### config.mk
export PLATFORM = sky130hd
export DESIGN_NAME = freq_table_snap_and_vote_encode_flat
export DESIGN_NICKNAME = d
export VERILOG_FILES = /design/src/hw/rtl/ftsve_pkg.sv /design/src/hw/rtl/ftsve_if.sv /design/src/hw/rtl/freq_table_snap_and_vote_encode.sv /design/src/hw/rtl/ftsve_cfg.sv /design/src/hw/rtl/ftsve_ctrl.sv /design/src/hw/rtl/ftsve_dp.sv /design/src/flat_wrapper.sv
export SDC_FILE = /design/constraint.sdc
export NUM_CORES = 1
export LEC_CHECK = 0
export CORE_UTILIZATION = 45
export DETAILED_ROUTE_END_ITERATION = 10
export DONT_BUFFER_PORTS = 1
export GPL_TIMING_DRIVEN = 0
export PLACE_DENSITY_LB_ADDON = 0.08
export SYNTH_ARGS = -nofsm -noshare
export SYNTH_HDL_FRONTEND = slang
export SYNTH_SLANG_ARGS = --single-unit
### constraint.sdc
create_clock -name clk -period 7.7 [get_ports clk]
set_input_delay 0.77 -clock clk [delete_from_list [all_inputs] [get_ports clk]]
set_output_delay 0.77 -clock clk [all_outputs]
set_load 0.02 [all_outputs]
### src/hw/rtl/ftsve_pkg.sv
// shared types, constants and codes for the frequency table snap and vote encoder
// no dependencies; imported by every module of the block

package ftsve_pkg;

    localparam int TABLE_DEPTH_DEF  = 16;
    localparam int FREQ_W           = 32;
    localparam int INDEX_W          = 4;
    localparam int CNT_W            = 5;
    localparam int SHIFT_W          = 4;
    localparam int WIDTH_W          = 5;
    localparam int ENABLE_W         = 16;
    localparam int VOTE_VALUE_SHIFT = 4;
    localparam int ENABLE_POS       = 16;
    localparam int APB_ADDR_W       = 4;
    localparam int APB_DATA_W       = 32;

    // register indexes on the config port
    localparam logic [1:0] REG_ENTRY_COUNT  = 2'd0;
    localparam logic [1:0] REG_VOTE_SHIFT   = 2'd1;
    localparam logic [1:0] REG_VOTE_WIDTH   = 2'd2;
    localparam logic [1:0] REG_VOTE_ENABLE  = 2'd3;

    // reset values
    localparam logic [CNT_W-1:0]    RST_ENTRY_COUNT = 5'd1;
    localparam logic [SHIFT_W-1:0]  RST_VOTE_SHIFT  = 4'd0;
    localparam logic [WIDTH_W-1:0]  RST_VOTE_WIDTH  = 5'd16;
    localparam logic [ENABLE_W-1:0] RST_VOTE_ENABLE = 16'd0;

    // input word command codes
    localparam logic CMD_LOAD    = 1'b0;
    localparam logic CMD_REQUEST = 1'b1;

    typedef struct packed {
        logic [CNT_W-1:0]    entry_count;
        logic [SHIFT_W-1:0]  vote_shift;
        logic [WIDTH_W-1:0]  vote_width;
        logic [ENABLE_W-1:0] vote_enable_bits;
    } ftsve_cfg_t;

    typedef struct packed {
        logic load_en;     // write table slot from the input word
        logic req_start;   // latch request frequency and mode
        logic rd_en;       // table read this cycle
        logic rd_first;    // read is the first of the scan (last slot in use)
        logic rd_last;     // read is slot 0, last of the scan
        logic choose;      // resolve snapped frequency
        logic encode;      // build vote and load output register
    } ftsve_cmd_t;

    typedef struct packed {
        logic out_busy;    // output register holds a word not taken this cycle
    } ftsve_status_t;

    typedef enum logic [2:0] {
        ST_IDLE,
        ST_SCAN,
        ST_DRAIN,
        ST_CHOOSE,
        ST_ENCODE
    } ftsve_state_t;

endpackage

### src/hw/rtl/ftsve_if.sv
// valid/ready channel interfaces for input words and result words
// depends on ftsve_pkg for field widths

interface ftsve_in_if;
    import ftsve_pkg::*;

    logic                 valid;
    logic                 ready;
    logic                 command;
    logic [INDEX_W-1:0]   entry_index;
    logic [FREQ_W-1:0]    entry_freq;
    logic [FREQ_W-1:0]    request_freq;
    logic                 round_down;

    modport source (
        output valid, command, entry_index, entry_freq, request_freq, round_down,
        input  ready
    );
    modport sink (
        input  valid, command, entry_index, entry_freq, request_freq, round_down,
        output ready
    );
endinterface

interface ftsve_out_if;
    import ftsve_pkg::*;

    logic                 valid;
    logic                 ready;
    logic [FREQ_W-1:0]    chosen_freq;
    logic                 vote_write;
    logic [FREQ_W-1:0]    vote_word;

    modport source (
        output valid, chosen_freq, vote_write, vote_word,
        input  ready
    );
    modport sink (
        input  valid, chosen_freq, vote_write, vote_word,
        output ready
    );
endinterface

### src/hw/rtl/freq_table_snap_and_vote_encode.sv
// top level of the frequency table snap and vote encoder
// depends on ftsve_pkg, ftsve_if, ftsve_cfg, ftsve_ctrl and ftsve_dp

// Load words (command 0) write one slot of the frequency table and are taken
// one per cycle while no request is in progress; they produce no result. A
// request word (command 1) scans the slots in use, one table entry per cycle
// through the single read port of the table memory, and snaps the request:
// round_down picks the larger of slot 0 and the largest entry at or below the
// request, otherwise the smaller of the last slot in use and the smallest
// entry at or above it. Each request yields one result word; vote_write is
// set and vote_word carries the encoded vote when the snapped frequency
// differs from the last one chosen, which is then remembered. After a
// request is accepted the block reads the n slots in use, n being the
// clamped entry count, takes in the last entry, picks the result, then
// encodes and loads the output register; the input is ready again after
// that. A result waiting in the output register does not stop loads or the
// scan of the next request; only the encode of the next request waits until
// the waiting word is taken. Table slots come out of reset undefined and must
// be loaded before a request reads them.

module freq_table_snap_and_vote_encode #(
    parameter int TABLE_DEPTH = ftsve_pkg::TABLE_DEPTH_DEF
) (
    input  logic                              clk,
    input  logic                              rst_n,
    ftsve_in_if.sink                          items,
    ftsve_out_if.source                       results,
    input  logic                              psel,
    input  logic                              penable,
    input  logic                              pwrite,
    input  logic [ftsve_pkg::APB_ADDR_W-1:0]  paddr,
    input  logic [ftsve_pkg::APB_DATA_W-1:0]  pwdata,
    output logic [ftsve_pkg::APB_DATA_W-1:0]  prdata,
    output logic                              pready
);
    import ftsve_pkg::*;

    localparam int AW = (TABLE_DEPTH > 1) ? $clog2(TABLE_DEPTH) : 1;

    ftsve_cfg_t    cfg;
    ftsve_cmd_t    cmd;
    ftsve_status_t status;
    logic [AW-1:0] rd_addr;
    logic [AW-1:0] scan_last;

    // register file
    ftsve_cfg u_cfg (
        .clk     (clk),
        .rst_n   (rst_n),
        .psel    (psel),
        .penable (penable),
        .pwrite  (pwrite),
        .paddr   (paddr),
        .pwdata  (pwdata),
        .prdata  (prdata),
        .pready  (pready),
        .cfg     (cfg)
    );

    // sequencer for loads, scan and encode
    ftsve_ctrl #(
        .TABLE_DEPTH (TABLE_DEPTH)
    ) u_ctrl (
        .clk        (clk),
        .rst_n      (rst_n),
        .in_valid   (items.valid),
        .in_command (items.command),
        .in_ready   (items.ready),
        .scan_last  (scan_last),
        .status     (status),
        .cmd        (cmd),
        .rd_addr    (rd_addr)
    );

    // table, compare unit, encoder and output register
    ftsve_dp #(
        .TABLE_DEPTH (TABLE_DEPTH)
    ) u_dp (
        .clk          (clk),
        .rst_n        (rst_n),
        .cfg          (cfg),
        .cmd          (cmd),
        .rd_addr      (rd_addr),
        .scan_last    (scan_last),
        .status       (status),
        .entry_index  (items.entry_index),
        .entry_freq   (items.entry_freq),
        .request_freq (items.request_freq),
        .round_down   (items.round_down),
        .out_valid    (results.valid),
        .out_ready    (results.ready),
        .chosen_freq  (results.chosen_freq),
        .vote_write   (results.vote_write),
        .vote_word    (results.vote_word)
    );

endmodule

### src/hw/rtl/ftsve_cfg.sv
// apb-style configuration register file
// depends on ftsve_pkg for register indexes, reset values and the config struct

module ftsve_cfg (
    input  logic                              clk,
    input  logic                              rst_n,
    input  logic                              psel,
    input  logic                              penable,
    input  logic                              pwrite,
    input  logic [ftsve_pkg::APB_ADDR_W-1:0]  paddr,
    input  logic [ftsve_pkg::APB_DATA_W-1:0]  pwdata,
    output logic [ftsve_pkg::APB_DATA_W-1:0]  prdata,
    output logic                              pready,
    output ftsve_pkg::ftsve_cfg_t             cfg
);
    import ftsve_pkg::*;

    ftsve_cfg_t cfg_reg;
    ftsve_cfg_t cfg_next;
    logic [1:0] reg_index;
    logic       wr_en;

    assign reg_index = paddr[APB_ADDR_W-1:2];
    assign wr_en     = psel && penable && pwrite;
    assign pready    = 1'b1;
    assign cfg       = cfg_reg;

    always_comb
    begin
        cfg_next = cfg_reg;
        if (wr_en)
        begin
            unique case (reg_index)
                REG_ENTRY_COUNT: cfg_next.entry_count      = pwdata[CNT_W-1:0];
                REG_VOTE_SHIFT:  cfg_next.vote_shift       = pwdata[SHIFT_W-1:0];
                REG_VOTE_WIDTH:  cfg_next.vote_width       = pwdata[WIDTH_W-1:0];
                REG_VOTE_ENABLE: cfg_next.vote_enable_bits = pwdata[ENABLE_W-1:0];
            endcase
        end
    end

    always_comb
    begin
        unique case (reg_index)
            REG_ENTRY_COUNT: prdata = APB_DATA_W'(cfg_reg.entry_count);
            REG_VOTE_SHIFT:  prdata = APB_DATA_W'(cfg_reg.vote_shift);
            REG_VOTE_WIDTH:  prdata = APB_DATA_W'(cfg_reg.vote_width);
            REG_VOTE_ENABLE: prdata = APB_DATA_W'(cfg_reg.vote_enable_bits);
        endcase
    end

    always_ff @(posedge clk or negedge rst_n)
    begin
        if (!rst_n)
        begin
            cfg_reg.entry_count      <= RST_ENTRY_COUNT;
            cfg_reg.vote_shift       <= RST_VOTE_SHIFT;
            cfg_reg.vote_width       <= RST_VOTE_WIDTH;
            cfg_reg.vote_enable_bits <= RST_VOTE_ENABLE;
        end
        else
        begin
            cfg_reg <= cfg_next;
        end
    end

endmodule

### src/hw/rtl/ftsve_ctrl.sv
// controller state machine: accepts words, sequences the table scan and the encode
// depends on ftsve_pkg for the state enum, command and status structs

module ftsve_ctrl #(
    parameter  int TABLE_DEPTH = ftsve_pkg::TABLE_DEPTH_DEF,
    localparam int AW          = (TABLE_DEPTH > 1) ? $clog2(TABLE_DEPTH) : 1
) (
    input  logic                     clk,
    input  logic                     rst_n,
    input  logic                     in_valid,
    input  logic                     in_command,
    output logic                     in_ready,
    input  logic [AW-1:0]            scan_last,
    input  ftsve_pkg::ftsve_status_t status,
    output ftsve_pkg::ftsve_cmd_t    cmd,
    output logic [AW-1:0]            rd_addr
);
    import ftsve_pkg::*;

    ftsve_state_t  state_reg;
    ftsve_state_t  state_next;
    logic [AW-1:0] scan_cnt_reg;
    logic [AW-1:0] scan_cnt_next;

    always_ff @(posedge clk or negedge rst_n)
    begin
        if (!rst_n)
        begin
            state_reg    <= ST_IDLE;
            scan_cnt_reg <= '0;
        end
        else
        begin
            state_reg    <= state_next;
            scan_cnt_reg <= scan_cnt_next;
        end
    end

    always_comb
    begin
        state_next    = state_reg;
        scan_cnt_next = scan_cnt_reg;
        cmd           = '0;
        in_ready      = 1'b0;
        rd_addr       = scan_cnt_reg;
        unique case (state_reg)
            ST_IDLE:
            begin
                in_ready = 1'b1;
                if (in_valid)
                begin
                    if (in_command == CMD_REQUEST)
                    begin
                        cmd.req_start = 1'b1;
                        scan_cnt_next = scan_last;
                        state_next    = ST_SCAN;
                    end
                    else
                    begin
                        cmd.load_en = 1'b1;
                    end
                end
            end
            ST_SCAN:
            begin
                // scan from the last slot in use down to slot 0
                cmd.rd_en    = 1'b1;
                cmd.rd_first = (scan_cnt_reg == scan_last);
                cmd.rd_last  = (scan_cnt_reg == '0);
                if (scan_cnt_reg == '0)
                begin
                    state_next = ST_DRAIN;
                end
                else
                begin
                    scan_cnt_next = scan_cnt_reg - AW'(1);
                end
            end
            ST_DRAIN:
            begin
                state_next = ST_CHOOSE;
            end
            ST_CHOOSE:
            begin
                cmd.choose = 1'b1;
                state_next = ST_ENCODE;
            end
            ST_ENCODE:
            begin
                if (!status.out_busy)
                begin
                    cmd.encode = 1'b1;
                    state_next = ST_IDLE;
                end
            end
            default:
            begin
                state_next = ST_IDLE;
            end
        endcase
    end

endmodule

### src/hw/rtl/ftsve_dp.sv
// datapath: frequency table memory, scan compare unit, vote encoder, output register
// depends on ftsve_pkg for widths, constants, config, command and status structs

module ftsve_dp #(
    parameter  int TABLE_DEPTH = ftsve_pkg::TABLE_DEPTH_DEF,
    localparam int AW          = (TABLE_DEPTH > 1) ? $clog2(TABLE_DEPTH) : 1
) (
    input  logic                                clk,
    input  logic                                rst_n,
    input  ftsve_pkg::ftsve_cfg_t               cfg,
    input  ftsve_pkg::ftsve_cmd_t               cmd,
    input  logic [AW-1:0]                       rd_addr,
    output logic [AW-1:0]                       scan_last,
    output ftsve_pkg::ftsve_status_t            status,
    input  logic [ftsve_pkg::INDEX_W-1:0]       entry_index,
    input  logic [ftsve_pkg::FREQ_W-1:0]        entry_freq,
    input  logic [ftsve_pkg::FREQ_W-1:0]        request_freq,
    input  logic                                round_down,
    output logic                                out_valid,
    input  logic                                out_ready,
    output logic [ftsve_pkg::FREQ_W-1:0]        chosen_freq,
    output logic                                vote_write,
    output logic [ftsve_pkg::FREQ_W-1:0]        vote_word
);
    import ftsve_pkg::*;

    localparam int CW = ($clog2(TABLE_DEPTH + 1) > CNT_W) ? $clog2(TABLE_DEPTH + 1) : CNT_W;
    localparam int LIM_W = FREQ_W + 1;

    logic [FREQ_W-1:0] mem [TABLE_DEPTH];

    // slot count clamp
    logic [CW-1:0]     count_ext;
    logic [CW-1:0]     used_cnt;
    logic [CW-1:0]     last_ext;
    logic [CW-1:0]     wr_index_ext;
    logic              wr_en;

    // read pipeline
    logic [FREQ_W-1:0] rd_data_reg;
    logic              rd_vld_reg;
    logic              rd_first_reg;
    logic              rd_last_reg;

    // request and scan accumulators
    logic [FREQ_W-1:0] req_reg;
    logic              down_reg;
    logic [FREQ_W-1:0] above_reg;
    logic [FREQ_W-1:0] above_next;
    logic [FREQ_W-1:0] le_max_reg;
    logic [FREQ_W-1:0] le_max_next;
    logic              le_vld_reg;
    logic              le_vld_next;
    logic [FREQ_W-1:0] f0_reg;
    logic [FREQ_W-1:0] f0_next;
    logic [FREQ_W-1:0] chosen_reg;
    logic [FREQ_W-1:0] below;
    logic              f_le;
    logic              f_ge;

    // encode
    logic [FREQ_W-1:0] cur_reg;
    logic              changed;
    logic [LIM_W-1:0]  vote_value;
    logic [LIM_W-1:0]  vote_limit;
    logic [LIM_W-1:0]  vote_sat;
    logic [LIM_W+14:0] vote_shifted;
    logic [FREQ_W-1:0] vote_full;

    // output register
    logic              out_valid_reg;
    logic [FREQ_W-1:0] out_chosen_reg;
    logic              out_write_reg;
    logic [FREQ_W-1:0] out_word_reg;

    // entry count of zero means one, above depth means depth
    always_comb
    begin
        count_ext = CW'(cfg.entry_count);
        if (count_ext == '0)
        begin
            used_cnt = CW'(1);
        end
        else if (count_ext > CW'(TABLE_DEPTH))
        begin
            used_cnt = CW'(TABLE_DEPTH);
        end
        else
        begin
            used_cnt = count_ext;
        end
        last_ext = used_cnt - CW'(1);
    end

    assign scan_last    = last_ext[AW-1:0];
    assign wr_index_ext = CW'(entry_index);
    assign wr_en        = cmd.load_en && (wr_index_ext < CW'(TABLE_DEPTH));

    // table memory, one write and one registered read port
    always_ff @(posedge clk)
    begin
        if (wr_en)
        begin
            mem[wr_index_ext[AW-1:0]] <= entry_freq;
        end
        if (cmd.rd_en)
        begin
            rd_data_reg <= mem[rd_addr];
        end
    end

    // compare unit, one table entry per cycle
    assign f_le = (rd_data_reg <= req_reg);
    assign f_ge = (rd_data_reg >= req_reg);

    always_comb
    begin
        above_next  = above_reg;
        le_max_next = le_max_reg;
        le_vld_next = le_vld_reg;
        f0_next     = f0_reg;
        if (rd_vld_reg)
        begin
            if (rd_first_reg)
            begin
                above_next  = rd_data_reg;
                le_max_next = rd_data_reg;
                le_vld_next = f_le;
            end
            else
            begin
                if (f_ge && (rd_data_reg < above_reg))
                begin
                    above_next = rd_data_reg;
                end
                if (f_le && (!le_vld_reg || (rd_data_reg > le_max_reg)))
                begin
                    le_max_next = rd_data_reg;
                    le_vld_next = 1'b1;
                end
            end
            if (rd_last_reg)
            begin
                f0_next = rd_data_reg;
            end
        end
    end

    // floor result never drops below slot 0
    assign below = (le_vld_reg && (le_max_reg > f0_reg)) ? le_max_reg : f0_reg;

    // vote encode: value saturated to the field width, shifted into place
    assign changed      = (chosen_reg != cur_reg);
    assign vote_value   = LIM_W'(chosen_reg >> VOTE_VALUE_SHIFT);
    assign vote_limit   = (LIM_W'(1) << cfg.vote_width) - LIM_W'(1);
    assign vote_sat     = (vote_value > vote_limit) ? vote_limit : vote_value;
    assign vote_shifted = (LIM_W+15)'(vote_sat) << cfg.vote_shift;
    assign vote_full    = vote_shifted[FREQ_W-1:0]
                        | (FREQ_W'(cfg.vote_enable_bits) << ENABLE_POS);

    always_ff @(posedge clk)
    begin
        if (cmd.req_start)
        begin
            req_reg  <= request_freq;
            down_reg <= round_down;
        end
        above_reg  <= above_next;
        le_max_reg <= le_max_next;
        f0_reg     <= f0_next;
        if (cmd.choose)
        begin
            chosen_reg <= down_reg ? below : above_reg;
        end
        if (cmd.encode)
        begin
            out_chosen_reg <= chosen_reg;
            out_write_reg  <= changed;
            out_word_reg   <= changed ? vote_full : '0;
        end
    end

    always_ff @(posedge clk or negedge rst_n)
    begin
        if (!rst_n)
        begin
            rd_vld_reg    <= 1'b0;
            rd_first_reg  <= 1'b0;
            rd_last_reg   <= 1'b0;
            le_vld_reg    <= 1'b0;
            cur_reg       <= '0;
            out_valid_reg <= 1'b0;
        end
        else
        begin
            rd_vld_reg   <= cmd.rd_en;
            rd_first_reg <= cmd.rd_first;
            rd_last_reg  <= cmd.rd_last;
            le_vld_reg   <= le_vld_next;
            if (cmd.encode)
            begin
                cur_reg       <= chosen_reg;
                out_valid_reg <= 1'b1;
            end
            else if (out_ready)
            begin
                out_valid_reg <= 1'b0;
            end
        end
    end

    assign status.out_busy = out_valid_reg && !out_ready;
    assign out_valid       = out_valid_reg;
    assign chosen_freq     = out_chosen_reg;
    assign vote_write      = out_write_reg;
    assign vote_word       = out_word_reg;

endmodule

### src/flat_wrapper.sv
// flat-port wrapper written by rule: the top's interface ports become plain ports
module freq_table_snap_and_vote_encode_flat import ftsve_pkg::*;
#(
    parameter int TABLE_DEPTH = ftsve_pkg::TABLE_DEPTH_DEF
)
  (clk, rst_n, psel, penable, pwrite, paddr, pwdata, prdata, pready, items_valid, items_command, items_entry_index, items_entry_freq, items_request_freq, items_round_down, items_ready, results_valid, results_chosen_freq, results_vote_write, results_vote_word, results_ready);
  ftsve_in_if items_i ();
  ftsve_out_if results_i ();
  input  logic clk;
  input  logic rst_n;
  input  logic psel;
  input  logic penable;
  input  logic pwrite;
  input  logic [ftsve_pkg::APB_ADDR_W-1:0] paddr;
  input  logic [ftsve_pkg::APB_DATA_W-1:0] pwdata;
  output logic [ftsve_pkg::APB_DATA_W-1:0] prdata;
  output logic pready;
  input wire logic [$bits(items_i.valid)-1:0] items_valid;
  input wire logic [$bits(items_i.command)-1:0] items_command;
  input wire logic [$bits(items_i.entry_index)-1:0] items_entry_index;
  input wire logic [$bits(items_i.entry_freq)-1:0] items_entry_freq;
  input wire logic [$bits(items_i.request_freq)-1:0] items_request_freq;
  input wire logic [$bits(items_i.round_down)-1:0] items_round_down;
  output wire logic [$bits(items_i.ready)-1:0] items_ready;
  output wire logic [$bits(results_i.valid)-1:0] results_valid;
  output wire logic [$bits(results_i.chosen_freq)-1:0] results_chosen_freq;
  output wire logic [$bits(results_i.vote_write)-1:0] results_vote_write;
  output wire logic [$bits(results_i.vote_word)-1:0] results_vote_word;
  input wire logic [$bits(results_i.ready)-1:0] results_ready;
  assign items_i.valid = items_valid;
  assign items_i.command = items_command;
  assign items_i.entry_index = items_entry_index;
  assign items_i.entry_freq = items_entry_freq;
  assign items_i.request_freq = items_request_freq;
  assign items_i.round_down = items_round_down;
  assign items_ready = items_i.ready;
  assign results_valid = results_i.valid;
  assign results_chosen_freq = results_i.chosen_freq;
  assign results_vote_write = results_i.vote_write;
  assign results_vote_word = results_i.vote_word;
  assign results_i.ready = results_ready;
  freq_table_snap_and_vote_encode #(.TABLE_DEPTH(TABLE_DEPTH)) u_core (.clk(clk), .rst_n(rst_n), .items(items_i), .results(results_i), .psel(psel), .penable(penable), .pwrite(pwrite), .paddr(paddr), .pwdata(pwdata), .prdata(prdata), .pready(pready));
endmodule
=== Word level (Yosys, flattened, before mapping) ===
Memories as Yosys holds them, arrays and structs flattened. A register that Yosys moved wholly into a read port is not among the register bits.
Cells that the tools add are included.

* Equal/unequal tests: 14
* Mux-type cells: 34
* Add/sub/neg operators: 3
* Reductions and logical operators: 27
* Shift-type cells: 2
* Bitwise gates (word level): 1
* Divide/modulo/power cells: 0
* $mul: 0
* $lt $le $gt $ge: 8

{| class="wikitable"
|+ Operators with widths
! cell !! number
|-
| $mux 32 || 6
|-
| $pmux 32 s4 || 1
|-
| $gt 32x32->1 || 2
|-
| $gt 28x33->1 || 1
|-
| $mux 33 || 1
|-
| $shl 1x5->33 const A || 1
|-
| $shl 33x4->32 || 1
|-
| $sub 33x2->33 const B || 1
|-
| $ge 32x32->1 || 1
|-
| $le 32x32->1 || 1
|-
| $lt 32x32->1 || 1
|-
| $ne 32x32->1 || 1
|-
| $or 32x32->32 || 1
|-
| $mux 4 || 5
|-
| $mux 3 || 5
|-
| $pmux 3 s5 || 1
|-
| $reduce_and 2->1 || 7
|-
| $mux 1 || 12
|-
| $ne 2x2->1 const B || 5
|-
| $pmux 4 s2 || 1
|-
| $reduce_and 4->1 || 2
|-
| $reduce_bool 2->1 || 4
|-
| $sub 4x1->4 const B || 2
|-
| $logic_and 1x1->1 || 7
|-
| other kinds (15) || 19
|}

* Word-level logic and storage cells: 111
* Flip-flop bits (word level): 300
* Latch bits: 0
* ROM bits: 0
* Memories kept: 1
* Output and inout bits: 100
* Bits of input ports: 113
* Memory bits (writable): 512

{| class="wikitable"
|+ Memory list
! memory !! depth !! width !! read ports !! clocked after memory_dff !! wr ports !! line !! source
|-
| u_core.u_dp.mem || 16 || 32 || 1 || 1 || 1 || ftsve_dp.sv:30 || <nowiki>logic [FREQ_W-1:0] mem [TABLE_DEPTH];</nowiki>
|}

=== Depth between registers and ports, before layout ===
Gate-level depths: netlist of the first run.

* Word-level depth: 7
* Depth in mapped cells: 25
* Depth with buffers taken out: 21

=== Modules after synthesis ===
A second synthesis of the first run with hierarchy kept.

* Cell total of the unflattened synthesis: 2361
* Area, all modules: 38350.5 um^2

{| class="wikitable"
|+ By module, submodules not included
! module !! cells an instance !! sequential area each (um^2) !! area an instance (um^2) !! instances
|-
| ftsve_dp || 2195 || 24048.1 || 36319.8 || 1
|-
| ftsve_cfg || 108 || 753.2 || 1502.7 || 1
|-
| ftsve_ctrl || 58 || 175.2 || 528.0 || 1
|}

=== Worst setup path before layout of the first run ===
Ideal clock, no wire load.

* Kind: register to register
* Start point: register u_core.u_ctrl.state_reg[2]
* End point: memory u_core.u_dp.mem[4][0] (enable)
* Stages on the path, launching flop included: 5
* Path buffers: 1
* Arrival time: 4.596 ns
* Slack: 2.600 ns
* Setup time: 0.505 ns
* Cell sequence: dfrtp_1 clkbuf_1 nor3_1 nand4b_1 nor4_1

* Word-level cells in the longest chain between the ends: 5

{| class="wikitable"
|+ Ends and longest elaborated chain
! element !! line !! source
|-
| from (decl) || ftsve_ctrl.sv:20 || <nowiki>ftsve_state_t state_reg;</nowiki>
|-
| from (signal assigned) || ftsve_ctrl.sv:34 || <nowiki>state_reg <= state_next;</nowiki>
|-
| $logic_not 3->1 || ftsve_ctrl.sv:46 || <nowiki>unique case (state_reg)</nowiki>
|-
| $mux 2 || ftsve_ctrl.sv:46 ||
|-
| $logic_and 1x1->1 || ftsve_dp.sv:97 || <nowiki>assign wr_en = cmd.load_en && (wr_index_ext < CW'(TABLE_DEPTH));</nowiki>
|-
| $mux 1 || ftsve_dp.sv:102 || <nowiki>if (wr_en)</nowiki>
|-
| $mux 1 (not written as such) || ftsve_dp.sv:104 || <nowiki>mem[wr_index_ext[AW-1:0]] <= entry_freq;</nowiki>
|-
| to (decl) || ftsve_dp.sv:30 ||
|}

No other way between the ends.

=== Worst setup path after layout of the first run ===
* Start point: register u_core.u_cfg.cfg_reg (netlist bit u_core.u_cfg.cfg[18])
* End point: register u_core.u_dp.out_word_reg[25] (netlist: u_core.u_dp.vote_word[25]) (data pin)

* Word-level cells in the longest chain between the ends: 6

{| class="wikitable"
|+ Ends and longest elaborated chain
! element !! line !! source
|-
| from (decl) || ftsve_cfg.sv:18 || <nowiki>ftsve_cfg_t cfg_reg;</nowiki>
|-
| from (signal assigned) || ftsve_cfg.sv:63 || <nowiki>cfg_reg <= cfg_next;</nowiki>
|-
| $shl 1x5->33 * || ftsve_dp.sv:155 || <nowiki>assign vote_limit = (LIM_W'(1) << cfg.vote_width) - LIM_W'(1);</nowiki>
|-
| $sub 33x2->33 * || ftsve_dp.sv:155 ||
|-
| $gt 28x33->1 || ftsve_dp.sv:156 || <nowiki>assign vote_sat = (vote_value > vote_limit) ? vote_limit : vote_value;</nowiki>
|-
| $mux 33 * || ftsve_dp.sv:156 ||
|-
| $shl 33x4->32 * || ftsve_dp.sv:157 || <nowiki>assign vote_shifted = (LIM_W+15)'(vote_sat) << cfg.vote_shift;</nowiki>
|-
| $or 32x32->32 * || ftsve_dp.sv:159 || <nowiki>| (FREQ_W'(cfg.vote_enable_bits) << ENABLE_POS);</nowiki>
|-
| to (signal assigned) || ftsve_dp.sv:179 || <nowiki>out_word_reg <= changed ? vote_full : '0;</nowiki>
|-
| to (decl) || ftsve_dp.sv:74 || <nowiki>logic [FREQ_W-1:0] out_word_reg;</nowiki>
|}

Every way passes the cells marked *; elsewhere a longest branch is shown, timed or not.
A chain may end at the register's enable or synchronous reset.

==> results.yml, run 1 <==
cells_and_area:
  largest_reg_flops: 512
  fin_nets: 3124
  fill_cells: 7001
  fin_area_sq_um: 43700
  drive_above_1_share_pct: 12.5
  postLayoutCoreUtil_pct: 52.1
  final_common_cell: "edfxtp_1"
  syn2layout_area_growth_pct: 14.2
  layout_common_cells: "edfxtp_1, nand2_1, mux2i_1"
route:
  drcViolationCount: 0
  antenna_left: 0
  detailroute.via_count: 23480
  drt-total-wl_um: 106000
  viasPerCell: 5.78
  drtIter0Drc: 1878
  routedWlPerCell_um: 26.2
  drt_pass1_iterations: 5
global_route:
  grt_pass1_vias: 23542
  overflow: 0
  grt_usage_pct: 24.6
  antenna_found_initial: 5
  grt_pass1_wl_um: 155000
  grt_max_degree: 75
setup_path:
  r2r_start: "u_core.u_cfg.cfg[18]$_DFFE_PN0P_"
  critical_path_buf_inv_count: 6
  rr_worst_depth: 23
  reg2reg_to: "u_core.u_dp.vote_word[25]$_SDFFCE_PP0P_"
  path_class: "register to register"
  rrSetupSlack_ns: 0.93
  cp_data_arrival_time_ns: 7.13
  cpMostUsedCell: "nor4_1"
  crit_path_cell_trace: "buf_6 > clkbuf_1 > nor2_1 > inv_1 > or3_1 > ha_1 > buf_4 > nor3_1 > a21oi_1 > o21ai_0 > inv_1 > ha_1 > nand4_1 > nor4_1 > a211o_1 > a211o_1 > a21o_1 > clkbuf_1 > a221oi_1 > nor4_1 > mux2i_1 > nor3_1 > nor4_1"
  critPathLaunchType: "register"
  cpLargestDelayFamily: "simple AND/OR/NAND/NOR gates"
  path_max_fanout: 10
  slowest_delay_ns: 0.62
  cp.required_ns: 8.06
  cpMaxStageDelayCell: "o21ai_0"
  end_kind: "register"
  cp.depth: 23
yosys:
  ys_warn_count: 0
  synth_top_flop_cell: "edfxtp_1"
  syn_area_per_cell_sq_um: 14.2
  ys_async_sr_fraction_pct: 8.77
  ys_ff_latch: 844
  ys_types: 73
  ys_seq_area_share_pct: 65.2
  synthTopCellsByArea: "edfxtp_1, mux2i_1, ha_1"
  syn_area_sq_um: 38300
  synth_top_area_cell: "edfxtp_1"
  synthCells: 2693
  synth_top_area_share_pct: 60.4
  synth_edf_count: 770
placement:
  hpwl_um: 76700
  gp_congestion: 0.916
  place_area_sq_um: 40600
  portBuffers: 0
cts:
  cts_resized: 0
  cts_tree: "done"
  cts.sinks: 844
  htreeDepth: 3
  clk_pin_slew_ns: 0.06
  postCtsSetupRepairBufs: 0
  root_buffer: "clkbuf_16"
  cts_made_buffers: 92
  insertion_delay_ns: 0.67
  clock_path_buffers: 3
  cts_hold_buf: 2
die:
  start_util_pct: 45.6
  design.die.area_sq_um: 86300
  chipWidth_um: 294
  rows: 106
  boundaryPins: 213
  coreArea_sq_um: 84000
  die_y_um: 294
sta:
  setup_viol: 0
  skew_ns: 0.0281
  worst_pin_slew_ns: 1.43
  drv_slew: 0
  grt_setup_unrepaired: "no"
  fmax_mhz: 148
  period_share_pct: 87.9
  fin_crit_ns: 6.77
  hold_slack_ns: 0.194
  finalHoldViolCount: 0
  fin_tns_setup_ns: 0
  relSlewSlack_pct: 3.13
power_and_ir_drop:
  vdd_drop_max_v: 0.000250
  powerDensity_nw_per_um2: 374
  p_leak_nw: 16.1
worst_hold_path:
  min_to: "u_core.u_dp.mem[9][7]$_DFFE_PP_"
  min_from: "items_entry_freq[7]"
  hold_path_class: "primary input to register"
  hold_depth: 0
status:
  status: "completed"
run:
  cap_violations: 0
==> worst max path at each step <==
stage | startpoint | to | slack [ns]
after floorplan | u_core.u_ctrl.state_reg[2]$_DFFE_PN0P_ | u_core.u_dp.mem[4][0]$_DFFE_PP_ | 2.60
after global placement | u_core.u_ctrl.state_reg[2]$_DFFE_PN0P_ | u_core.u_dp.mem[4][24]$_DFFE_PP_ | -2.38
after detailed placement | u_core.u_cfg.cfg[18]$_DFFE_PN0P_ | u_core.u_dp.vote_word[25]$_SDFFCE_PP0P_ | 1.11
after CTS | u_core.u_cfg.cfg[18]$_DFFE_PN0P_ | u_core.u_dp.vote_word[25]$_SDFFCE_PP0P_ | 1.09
after global routing | u_core.u_cfg.cfg[18]$_DFFE_PN0P_ | u_core.u_dp.vote_word[25]$_SDFFCE_PP0P_ | 0.60
final | u_core.u_cfg.cfg[18]$_DFFE_PN0P_ | u_core.u_dp.vote_word[25]$_SDFFCE_PP0P_ | 0.93
==> synth_stat cells, types with 4 or more instances <==
library cell    n
a211o_1         5
a211oi_1       15
a21o_1         46
a21oi_1       130
a221oi_1       42
a22oi_1        39
a311oi_1        4
a32oi_1         4
and2_1          5
and3_1         13
buf_1          15
buf_4          19
clkbuf_1       93
dfrtp_1        72
edfxtp_1      770
ha_1          158
inv_1         164
mux2_2         41
mux2i_1       198
mux4_2         76
nand2_1       236
nand2b_1       19
nand3_1        13
nand4_1        33
nor2_1        151
nor2b_1        19
nor3_1         37
nor4_1         18
o211ai_1       12
o21a_1         16
o21ai_0       101
o22a_1          4
o22ai_1        13
o311a_1         4
or2_2           5
or3_1           7
xnor2_1         5
xor2_1         33
==> worst register-to-register path, stage by stage, from the launching register on <==
cell      delay (ns)
dfrtp_1         0.37
buf_6           0.13
clkbuf_1        0.26
nor2_1          0.32
inv_1           0.11
or3_1           0.33
ha_1            0.20
buf_4           0.17
nor3_1          0.30
a21oi_1         0.08
o21ai_0         0.62
inv_1           0.11
ha_1            0.33
nand4_1         0.22
nor4_1          0.48
a211o_1         0.24
a211o_1         0.21
a21o_1          0.25
clkbuf_1        0.48
a221oi_1        0.20
nor4_1          0.55
mux2i_1         0.25
nor3_1          0.18
nor4_1          0.08
==> power by group <==
part	internal [mW]	leakage (nW)	switching, mW	total (mW)
logic	2.07	6.72	3.46	5.52
clock network	2.70	1.52	1.83	4.52
registers	5.76	7.87	0.566	6.33
total	10.5	16.1	5.85	16.4
==> layer usage <==
| layer | global-route usage (%) | part of all wire [%] |
|---|---|---|
| met1 | 32.6 | 42 |
| met2 | 40.7 | 48 |
| met3 | 4.15 | 5.8 |
| met4 | 9.18 | 3.6 |
| met5 | 0.794 | 0.12 |
==> metrics by stage <==
stage / setup slack, ns / power (mW) / std cells
4_1_cts: 1.09 / 16.5 / 4060
3_3_place_gp: -2.38 / 11.8 / 3842
5_1_grt: 0.604 / 17.2 / 4061
6_report: 0.930 / 16.4 / 4062
2_1_floorplan: 2.60 / 9.80 / 2708
3_5_place_dp: 1.11 / 11.9 / 3890
==> layout make-up <==
class	count	area (sq um)	area share (%)
inverters	168	631	1.44
flip-flops and latches	844	25000	57.1
clock buffers	115	2410	5.51
well taps	1134	1420	3.24
diodes	1	2.50	0.00572
repair buffers	51	734	1.68
plain buffers	132	587	1.34
clock inverters	53	692	1.58
multi-input cells	1564	12300	28.1
==> cell families after synthesis <==
group,after synthesis,synth area share [%]
other,2,0.0196
adder cells (fa/ha/maj),158,5.16
AND/OR/NAND/NOR,568,6.68
AO/OA/AOI/OAI,468,8.02
flip-flops,844,65.2
XOR/XNOR,38,0.869
multiplexers,315,10.9
buffers and inverters,300,3.18
(Power assumes the default switching activity.)
==> run 2, diff against run 1 <==
--- a/config.mk
+++ b/config.mk
@@ -8,7 +8,6 @@
 export CORE_UTILIZATION = 45
 export DETAILED_ROUTE_END_ITERATION = 10
 export DONT_BUFFER_PORTS = 1
-export GPL_TIMING_DRIVEN = 0
 export PLACE_DENSITY_LB_ADDON = 0.08
 export SYNTH_ARGS = -nofsm -noshare
 export SYNTH_HDL_FRONTEND = slang
==> results.yml, run 2 (same netlist as run 1, synthesis figures left out) <==
cts:
  insertion_delay_ns: 0.67
  clk_pin_slew_ns: 0.06
  htreeDepth: 3
  cts_resized: 0
  cts.sinks: 844
  clock_path_buffers: 3
  cts_made_buffers: 92
  root_buffer: "clkbuf_16"
  postCtsSetupRepairBufs: 0
  cts_tree: "done"
placement:
  gp_congestion: 0.868
  hpwl_um: 65100
  pre_cts_slack_ns: 0.909
  place_inst: 3769
  portBuffers: 0
  place_area_sq_um: 39800
global_route:
  antenna_found_initial: 4
  grt_max_degree: 104
  grt_pass1_wl_um: 146000
  grt_pass1_vias: 22739
  grt_usage_pct: 22.9
  overflow: 0
power_and_ir_drop:
  power_mw: 15.7
  p_leak_nw: 15.7
  p_comb_share_pct: 32.0
  switching_share_pct: 35.1
  power_frac_seq_pct: 40.9
  vdd_drop_max_v: 0.000292
  p_clk_share_pct: 27.1
  p_switching_mw: 5.49
  internal-power_mw: 10.2
  powerDensity_nw_per_um2: 366
setup_path:
  cp.required_ns: 8.11
  reg2reg_to: "u_core.u_dp.vote_word[11]$_SDFFCE_PP0P_"
  path_class: "register to register"
  cp-startpoint: "u_core.u_cfg.cfg[20]$_DFFE_PN1P_"
  end_kind: "register"
  cpMaxStageDelayCell: "dfstp_2"
  r2r_start: "u_core.u_cfg.cfg[20]$_DFFE_PN1P_"
  path_max_fanout: 26
  cpMostUsedCell: "mux2i_1"
  cp_data_arrival_time_ns: 7.35
  slowest_delay_ns: 0.52
  rrSetupSlack_ns: 0.76
  rr_worst_depth: 22
  critPathCapture: "u_core.u_dp.vote_word[11]$_SDFFCE_PP0P_"
  critPathLaunchType: "register"
  crit_path_cell_trace: "or2_2 > nor2_1 > inv_1 > or3_1 > ha_1 > nand2b_1 > nor3_1 > a21oi_1 > o21ai_0 > inv_1 > ha_1 > nand4_1 > nor4_1 > a211o_1 > a211o_1 > a21oi_4 > buf_4 > mux2i_1 > mux2i_1 > mux2i_1 > o22ai_1 > o21a_1"
route:
  drcViolationCount: 0
  viasPerCell: 5.68
  antenna_left: 0
  routedWlPerCell_um: 24.8
  detailroute.via_count: 22405
  drt-total-wl_um: 97800
  drtIter0Drc: 1592
  drt_pass1_iterations: 5
cells_and_area:
  seq_area_sq_um: 25000
  multi_input_area_sq_um: 12300
  fin_nets: 3002
  postLayoutCoreUtil_pct: 51.0
  fill_cells: 7071
  largest_reg_flops: 512
  fin_area_sq_um: 42800
  final_common_cell: "edfxtp_1"
  layout_common_cells: "edfxtp_1, nand2_1, mux2i_1"
  layout.cells.non_filler: 3943
  drive_above_1_share_pct: 12.3
  syn2layout_area_growth_pct: 11.8
die:
  coreArea_sq_um: 84000
  start_util_pct: 45.6
  chipWidth_um: 294
  design.die.area_sq_um: 86300
  rows: 106
  boundaryPins: 213
  die_y_um: 294
sta:
  fmax_mhz: 144
  worst_pin_slew_ns: 1.04
  relSlewSlack_pct: 30.7
  period_share_pct: 90.2
  skew_ns: 0.0394
  setup_ws_ns: 0.755
  drv_slew: 0
  setup_viol: 0
  fin_tns_setup_ns: 0
  hold_slack_ns: 0.188
  fin_crit_ns: 6.94
  finalHoldViolCount: 0
  grt_setup_unrepaired: "no"
worst_hold_path:
  hold_path_class: "primary input to register"
  min_from: "items_entry_freq[7]"
  hold_depth: 0
status:
  status: "completed"
run:
  cap_violations: 0
[run 2: changes by cell type in the layout (fill, tap and decap cells not counted), sizes merged]
cell / before / now
clkinv: 41 / 55
bufinv: 14 / 5
buf: 88 / 60
clkdlybuf4s15: 1 / 0
clkbuf: 208 / 110
clkinvlp: 1 / 3
inv: 165 / 166
[run 2: timing repair]
item	4_1_cts	5_1_grt
hold buffers	2	0
setup endpoints to repair	0	0
endpoints found under the hold margin	74	0
[run 2: power by group through the flow]
stage	registers, mW	clock network (mW)	logic [mW]
after global placement	6.48	0	4.94
after global routing	6.46	4.51	5.54
after floorplan	6.16	0	3.65
after CTS	6.40	4.35	5.04
after detailed placement	6.49	0	5.00
final	6.40	4.24	5.01
[run 2: final cells by class]
cell class / count / share of cell area, %
Antenna cell: 1 / 0.00585
Clock inverter: 61 / 1.28
Timing Repair Buffer: 61 / 1.15
Tap cell: 1134 / 3.32
Multi-Input combinational cell: 1564 / 28.8
Inverter: 168 / 1.48
Clock buffer: 110 / 5.61
Sequential cell: 844 / 58.4
[run 2: worst min path at each step]
stage | slack, ns | end
after floorplan | 0.47 | u_core.u_cfg.cfg[0]$_DFFE_PN0P_
after global placement | 0.48 | u_core.u_dp.cur_reg[1]$_DFFE_PN0P_
after detailed placement | 0.48 | u_core.u_dp.cur_reg[23]$_DFFE_PN0P_
after CTS | 0.14 | u_core.u_dp.mem[1][15]$_DFFE_PP_
after global routing | 0.15 | u_core.u_dp.mem[4][15]$_DFFE_PP_
final | 0.19 | u_core.u_dp.mem[8][7]$_DFFE_PP_
[run 2: routing by layer]
| metal | routed length (um) | vias up | global-route usage [%] |
|---|---|---|---|
| met2 | 48600 | 628 | 38.8 |
| met3 | 4790 | 168 | 3.53 |
| met1 | 41700 | 11308 | 30.4 |
| met4 | 2700 | 0 | 7.00 |
| met5 | 0 | - | 0 |
| li1 | - | 10301 | - |
[run 2: worst max-delay path, delay by kind of cell (launching register included)]
| family | cells | cell delay, ns |
|---|---|---|
| AO/OA/AOI/OAI | 7 | 1.97 |
| adder cells (fa/ha/maj) | 2 | 0.76 |
| buffers and inverters | 3 | 0.57 |
| flip-flops | 1 | 0.52 |
| multiplexers | 3 | 1.09 |
| AND/OR/NAND/NOR | 7 | 1.75 |
==> run 3, diff against run 2 <==
--- a/config.mk
+++ b/config.mk
@@ -9,6 +9,7 @@
 export DETAILED_ROUTE_END_ITERATION = 10
 export DONT_BUFFER_PORTS = 1
 export PLACE_DENSITY_LB_ADDON = 0.08
+export REMOVE_ABC_BUFFERS = 1
 export SYNTH_ARGS = -nofsm -noshare
 export SYNTH_HDL_FRONTEND = slang
 export SYNTH_SLANG_ARGS = --single-unit
==> results.yml, run 3 (same netlist as run 1, synthesis figures left out) <==
setup_path:
  r2r_start: "u_core.u_cfg.cfg[20]$_DFFE_PN1P_"
  end_kind: "register"
  cp.required_ns: 8.13
  reg2reg_to: "u_core.u_dp.vote_word[31]$_SDFFCE_PP0P_"
  path_max_fanout: 26
  cp_data_arrival_time_ns: 7.12
  rr_worst_depth: 20
  rrSetupSlack_ns: 1.01
  critPathLaunchType: "register"
  path_class: "register to register"
route:
  viasPerCell: 5.70
  drcViolationCount: 0
  antenna_left: 0
  detailroute.via_count: 22392
  drt-total-wl_um: 97600
  drtIter0Drc: 1487
  drt_pass1_iterations: 7
  routedWlPerCell_um: 24.8
power_and_ir_drop:
  internal-power_mw: 10.1
  p_comb_share_pct: 31.5
  powerDensity_nw_per_um2: 364
  p_switching_mw: 5.40
  vdd_drop_max_v: 0.000275
  p_leak_nw: 15.7
  power_frac_seq_pct: 41.7
  p_clk_share_pct: 26.9
  switching_share_pct: 34.7
sta:
  drv_slew: 0
  setup_viol: 0
  setup_ws_ns: 1.01
  grt_setup_unrepaired: "no"
  fmax_mhz: 149
  finalHoldViolCount: 0
  relSlewSlack_pct: 32.0
  skew_ns: 0.0362
  worst_pin_slew_ns: 1.02
  period_share_pct: 86.9
  fin_tns_setup_ns: 0
  fin_crit_ns: 6.69
cts:
  clk_pin_slew_ns: 0.06
  cts_tree: "done"
  insertion_delay_ns: 0.65
  htreeDepth: 3
  root_buffer: "clkbuf_16"
  cts_resized: 0
  clock_path_buffers: 3
  cts_made_buffers: 90
  cts.sinks: 844
die:
  boundaryPins: 213
  start_util_pct: 45.6
  die_y_um: 294
  coreArea_sq_um: 84000
  chipWidth_um: 294
  rows: 106
  design.die.area_sq_um: 86300
worst_hold_path:
  min_to: "u_core.u_dp.mem[11][0]$_DFFE_PP_"
  min_from: "items_entry_freq[0]"
  hold_depth: 0
  hold_path_class: "primary input to register"
run:
  cap_violations: 0
cells_and_area:
  fill_cells: 7039
  seq_area_sq_um: 25000
  drive_above_1_share_pct: 12.2
  layout.cells.non_filler: 3931
  final_common_cell: "edfxtp_1"
  fin_nets: 2997
  layout_common_cells: "edfxtp_1, nand2_1, mux2i_1"
  multi_input_area_sq_um: 12300
  largest_reg_flops: 512
  syn2layout_area_growth_pct: 11.4
global_route:
  grt_usage_pct: 22.6
  grt_pass1_vias: 22734
  overflow: 0
  antenna_found_initial: 10
  grt_pass1_wl_um: 144000
  grt_max_degree: 109
placement:
  place_inst: 3766
  portBuffers: 0
  hpwl_um: 63700
  pre_cts_slack_ns: 1.19
  gp_congestion: 0.903
status:
  status: "completed"
==> run 3: changes by cell type in the layout (fill, tap and decap cells not counted), moves of 2 or more <==
cell,previous run,this run
clkinv_2,16,18
buf_4,58,55
clkinv_16,4,2
clkbuf_1,15,20
clkinv_1,32,21
==> run 3: worst max path at each step <==
stage	startpoint	endpoint	slack, ns
after global routing	u_core.u_cfg.cfg[20]$_DFFE_PN1P_	u_core.u_dp.vote_word[31]$_SDFFCE_PP0P_	0.64
after floorplan	u_core.u_ctrl.rd_addr[0]$_DFFE_PN0P_	u_core.u_ctrl.rd_addr[3]$_DFFE_PN0P_	-1.82
after detailed placement	u_core.u_cfg.cfg[20]$_DFFE_PN1P_	u_core.u_dp.vote_word[31]$_SDFFCE_PP0P_	1.19
after CTS	u_core.u_cfg.cfg[20]$_DFFE_PN1P_	u_core.u_dp.vote_word[31]$_SDFFCE_PP0P_	1.17
after global placement	u_core.u_cfg.cfg[20]$_DFFE_PN1P_	u_core.u_dp.vote_word[31]$_SDFFCE_PP0P_	1.24
final	u_core.u_cfg.cfg[20]$_DFFE_PN1P_	u_core.u_dp.vote_word[31]$_SDFFCE_PP0P_	1.01
==> run 3: final cells by class <==
| cell class | instances | area share (%) |
|---|---|---|
| tap | 1134 | 3.33 |
| clock buffer | 114 | 5.61 |
| inverter | 168 | 1.48 |
| clock inverter | 48 | 1.07 |
| sequential | 844 | 58.6 |
| timing repair buffer | 58 | 1.10 |
| multi-input combinational | 1564 | 28.8 |
| antenna | 1 | 0.00586 |
==> run 3: worst max-delay path: stages (launching register included) <==
cell and delay (ns):
dfstp_2 0.83, or2_2 0.27, nor2_1 0.11, inv_1 0.13, or3_1 0.12, ha_1 0.59
nor2b_1 0.35, a21oi_1 0.07, o22ai_1 0.47, inv_1 0.10, ha_1 0.31, nand4_1 0.16
nor4_1 0.10, a211o_1 0.29, a211o_1 0.31, a21oi_4 0.61, buf_4 0.29, mux2_2 0.35
a221oi_1 0.45, mux2i_1 0.22, a311oi_1 0.34
==> run 3: repair_timing <==
action,CTS,global route
hold buffers,2,0
buffers inserted,0,0
hold endpoints to repair,74,0
==> run 3: power by group through the flow <==
stage | logic, mW | registers, mW | clock network (mW)
after detailed placement | 4.90 | 6.57 | 0
final | 4.89 | 6.47 | 4.18
after global placement | 4.83 | 6.55 | 0
after floorplan | 3.54 | 6.51 | 0
after CTS | 4.93 | 6.48 | 4.27
after global routing | 5.41 | 6.55 | 4.42
==> run 3: routing by layer <==
| metal | GRT usage, % | wire (um) | vias to the layer above |
|---|---|---|---|
| met5 | 0 | 92 | - |
| met4 | 6.49 | 2420 | 14 |
| met3 | 4.21 | 5170 | 159 |
| met2 | 39.2 | 49300 | 523 |
| met1 | 28.7 | 40600 | 11405 |
| li1 | - | - | 10291 |
==> run 3: stage by stage <==
| step | hold slack, ns | instance area, sq um | utilization, % | power (mW) |
|---|---|---|---|---|
| global route | 0.173 | 42700 | 50.8 | 16.4 |
| finish | 0.202 | 42700 | 50.8 | 15.5 |
| detailed placement | 0.477 | 39800 | 47.4 | 11.5 |
| CTS | 0.160 | 42700 | 50.8 | 15.7 |
| global placement | 0.478 | 39800 | 47.4 | 11.4 |
| floorplan | 0.465 | 37800 | - | 10.0 |
